--- src/pdtt_pkg.sv ---
// ----------------------------------------------------------------------------
// pdtt_pkg
// Shared types and constants of the pulse duration tuning table.
// ----------------------------------------------------------------------------
package pdtt_pkg;

    localparam int BUCKETS = 16;

    typedef enum logic [1:0] {
        OP_DECIDE = 2'd0,
        OP_RECORD = 2'd1,
        OP_WRITE  = 2'd2,
        OP_READ   = 2'd3
    } t_op;

    localparam logic [2:0] REG_WIDTH    = 3'd0;
    localparam logic [2:0] REG_FRACTION = 3'd1;
    localparam logic [2:0] REG_GAIN_UND = 3'd2;
    localparam logic [2:0] REG_GAIN_OVR = 3'd3;
    localparam logic [2:0] REG_FLOOR    = 3'd4;
    localparam logic [2:0] REG_CEILING  = 3'd5;
    localparam logic [2:0] REG_REJ_LOW  = 3'd6;
    localparam logic [2:0] REG_REJ_HIGH = 3'd7;

    // adjustment divisor 100 * 65536 = 2^18 * 25: shift by 18, then divide by 25
    localparam logic [22:0] ADJ_HALF  = 23'd3276800;
    // ceil(2^35 / 25), exact for shifted values below 2^30
    localparam logic [30:0] ADJ_RECIP = 31'd1374389535;
    // 25 * 2^25: quotients at or above 2^25 clamp the same way
    localparam logic [34:0] ADJ_SAT_Y = 35'd838860800;

    // controller -> datapath commands
    typedef struct packed {
        logic load;      // capture the input beat
        logic div_step;  // one restoring divide step
        logic mul_aim;   // aim product stage, table read
        logic err_calc;  // aim error, magnitude and gain select
        logic mul_gain;  // gain times error magnitude
        logic adj_recip; // scale by reciprocal of the divisor
        logic commit;    // write table, form result
    } t_cmd;

    typedef struct packed {
        logic rejected;
    } t_sts;

endpackage

--- src/pdtt_ctrl.sv ---
// ----------------------------------------------------------------------------
// pdtt_ctrl
// Sequencer: bucket divide, aim product, error, gain product, scaling.
// ----------------------------------------------------------------------------
module pdtt_ctrl
    import pdtt_pkg::*;
(
    input  logic i_clk,
    input  logic i_rst_n,
    input  logic i_in_valid,
    input  t_op  i_op,
    input  t_sts i_sts,
    input  logic i_out_free,
    output logic o_in_ready,
    output t_cmd o_cmd
);

    typedef enum logic [2:0] {
        S_IDLE, S_DIV, S_AIM, S_ERR, S_MUL, S_ADJ, S_DONE
    } t_state;

    t_state      r_state;
    t_op         r_op;
    logic [5:0]  r_cnt;

    assign o_in_ready = (r_state == S_IDLE);

    always_comb begin
        o_cmd           = '0;
        o_cmd.load      = (r_state == S_IDLE) && i_in_valid;
        o_cmd.div_step  = (r_state == S_DIV);
        o_cmd.mul_aim   = (r_state == S_AIM);
        o_cmd.err_calc  = (r_state == S_ERR);
        o_cmd.mul_gain  = (r_state == S_MUL);
        o_cmd.adj_recip = (r_state == S_ADJ);
        o_cmd.commit    = (r_state == S_DONE) && i_out_free;
    end

    always_ff @(posedge i_clk) begin
        if (!i_rst_n) begin
            r_state <= S_IDLE;
            r_op    <= OP_DECIDE;
            r_cnt   <= '0;
        end else begin
            unique case (r_state)
                S_IDLE: begin
                    if (i_in_valid) begin
                        r_op    <= i_op;
                        r_cnt   <= '0;
                        r_state <= S_DIV;
                    end
                end
                S_DIV: begin
                    r_cnt <= r_cnt + 6'd1;
                    if (r_cnt == 6'd16) begin
                        r_state <= S_AIM;
                    end
                end
                S_AIM: begin
                    r_cnt   <= '0;
                    r_state <= (r_op == OP_RECORD && !i_sts.rejected) ? S_ERR : S_DONE;
                end
                S_ERR: begin
                    r_state <= S_MUL;
                end
                S_MUL: begin
                    r_state <= S_ADJ;
                end
                S_ADJ: begin
                    r_state <= S_DONE;
                end
                S_DONE: begin
                    if (i_out_free) begin
                        r_state <= S_IDLE;
                    end
                end
                default: r_state <= S_IDLE;
            endcase
        end
    end

endmodule

--- config.mk ---
export PLATFORM = sky130hd
export DESIGN_NAME = pdtt_ctrl
export DESIGN_NICKNAME = d
export VERILOG_FILES = /design/src/pdtt_pkg.sv /design/src/pdtt_ctrl.sv
export SDC_FILE = /design/constraint.sdc
export NUM_CORES = 1
export LEC_CHECK = 0
export BUFFER_PORTS_ARGS = -buffer_cell sky130_fd_sc_hd__buf_2
export CORE_MARGIN = 1.5
export CORE_UTILIZATION = 23
export CTS_CLUSTER_DIAMETER = 30
export CTS_CLUSTER_SIZE = 12
export DETAILED_ROUTE_END_ITERATION = 6
export HOLD_SLACK_MARGIN = 0.1
export PLACE_DENSITY_LB_ADDON = 0.05
export SKIP_CTS_REPAIR_TIMING = 1
export SLEW_MARGIN = 20
export SYNTH_ARGS = -nofsm -noshare
export SYNTH_HDL_FRONTEND = slang
export SYNTH_SLANG_ARGS = --single-unit
export TNS_END_PERCENT = 1
--- constraint.sdc ---
create_clock -name i_clk -period 2.83 [get_ports i_clk]
set_input_delay 0.849 -clock i_clk [delete_from_list [all_inputs] [get_ports i_clk]]
set_output_delay 0.849 -clock i_clk [all_outputs]
set_load 0.01 [all_outputs]
==> qor.yml <==
ys_warn_count: 0
final.setup.tns_ns: 0
synthesis.nets: 87
hpwl_um: 1070
power_frac_clock: 0.331
dieArea_mm2: 0.00312
numClockSinks: 11
slew_headroom: 0.618
syn_area_per_cell_um2: 8.25
synth_cell_type_count: 31
p_leak_uw: 0.000287
combPwrFrac: 0.143
clock_path_buffers: 2
diodes: 0
wl_um: 1490
clockRootBuffer: "clkbuf_4"
tightest_slew_ns: 0.567
grt_max_degree: 16
max_freq_ghz: 0.421
cp_max_fo: 4
hold_ws_ns: 0.498
rsz0062_at_grt: "no"
synth.top_cell.area_share: 0.342
syn_area_um2: 643
crit_path_start_kind: "input pin"
status: "finished clean"
end_kind: "output pin"
drt-initial-drc-count: 9
nets: 102
ios: 15
use_met1: 0.136
fillers: 296
start_util: 0.250
setup_violations: 0
drive_gt1_frac: 0.228
coreArea_mm2: 0.00257
met3_usage: 0.0512
tritoncts: "done"
seq_area_frac_synth: 0.342
pre_cts_ws_ns: 0.433
gp_congestion: 0.683
vias_per_cell: 4.96
dieWidth_um: 55.9
period_minus_slack_ns: 2.38
fin_skew_ns: 0.00210
die_h_um: 55.9
grt_util_met2: 0.141
grt_pass1_wl_um: 2450
power_density_mw_per_mm2: 428
cts_inserted_buffers: 3
max-cap-violations: 0
critPathKind: "input pin to output pin"
p_sw_uw: 87.8
grt_usage: 0.0999
slew_viol_final: 0
synth_seq_cells: 11
required_ns: 1.98
critPathArrivalTime_ns: 1.53
layout_setup_ws_ns: 0.453
period_share: 0.840
htreeDepth: 1
first_global_vias: 545
p_int_uw: 238
synth_area_leader_cell: "dfxtp_1"
vdd_drop_max_v: 0.000230
area_growth_syn_to_layout_pct: 18.3
hold_viol: 0
antenna_found_initial: 0
pwr-share-seq: 0.525
drc_errors: 0
portBuffers: 14
ys_top_cells_by_area: "dfxtp_1 (34%), a21oi_1 (5.4%), mux2i_1 (4.7%)"
vias: 605
netSwitchingFraction: 0.270
worstHoldPathType: "register to register"
synth_cells: 78
top_usage_layer: "met2"
clock_latency_ns: 0.27
dr.pass1.iters: 2
clkTransAtPathRegs_ns: 0.07
ant_nets: 0
fp-row-count: 18
grt-ovfl-total: 0
wl_per_cell_um: 12.2
## metrics by stage
step	utilization	instances	cell area [um2]	power [uW]
global route	0.296	122	761	346
detailed placement	0.286	118	734	222
finish	0.296	122	761	325
global placement	0.286	118	734	222
floorplan	-	78	643	205
CTS	0.296	122	761	331
## worst paths after layout
check              from        to  slack [ns]  cells after the start
max          i_in_valid  o_cmd[6]        0.45                      3
min            r_cnt[4]  r_cnt[4]        0.50                      2
max reg2reg  r_state[1]  r_cnt[5]        1.22                      3
min reg2reg    r_cnt[4]  r_cnt[4]        0.50                      2
## layout by cell type (no fill, tap or decap), types with 2 or more instances in the layout
master    count
a21oi_1       7
buf_2        14
clkbuf_4      3
dfxtp_1      11
ha_1          2
inv_1         5
mux2i_1       3
nand2_1       5
nand3_1       2
nor2_1        3
nor2b_1       2
nor3_1        3
nor3b_1       3
o211ai_1      3
o21ai_0       5
o31ai_1       3
or4_1         3
## state kept, by name, indices dropped and copies added, names as in the netlist
name     count
r_cnt        6
r_op         2
r_state      3
## cell families (layout without fill, tap and decap cells)
family / count (synthesis) / in the layout / synth area share
and+or+nand+nor: 31 / 31 / 0.302
AOI/OAI and AO/OA: 22 / 22 / 0.216
DFF: 11 / 11 / 0.342
buffers and inverters: 9 / 23 / 0.0545
muxes: 3 / 3 / 0.0467
adders and majority gates: 2 / 2 / 0.0389
## power by group through the flow
stage          Sequential [uW]  Combinational [uW]  Clock [uW]
6_report                   171                46.6         108
5_1_grt                    172                53.5         121
4_1_cts                    171                47.6         113
3_5_place_dp               174                47.3           0
3_3_place_gp               174                47.6           0
2_1_floorplan              169                36.3           0
## cell usage after synthesis
cell type and count:
nor2b_1 2, mux2i_1 3, o2bb2ai_1 1, or4_1 3, nor3b_1 3, buf_2 1
o211ai_1 3, clkbuf_1 3, dfxtp_1 11, nand3_1 2, or3b_2 1, nor4b_1 1
a32o_1 1, inv_1 5, o31ai_1 3, a21boi_0 1, or2_2 1, nor2_1 3
nand2b_1 1, a21oi_1 7, nor4_1 1, a21o_1 1, nor4b_2 1, nor3_1 3
nand3b_1 1, and3_1 1, or3_1 1, o21ai_0 5, nor3_2 1, nand2_1 5
ha_1 2
## cell type report
type                    count  area (um2)  area share
well taps                  30        37.5      0.0493
flip-flops and latches     11         220       0.289
inverters                   5        18.8      0.0247
clock buffers               4        26.3      0.0345
multi-input cells          58         388       0.510
repair buffers             14        70.1      0.0921
## per-layer routing
metal	vias to the layer above	wire, um
li1	319	-
met1	273	791
met2	11	613
met3	2	76
met4	0	8
met5	-	0
## critical path: stages
cell	delay, ns
buf_2	0.12
nor4b_2	0.35
buf_2	0.21
(Power assumes the default switching activity.)
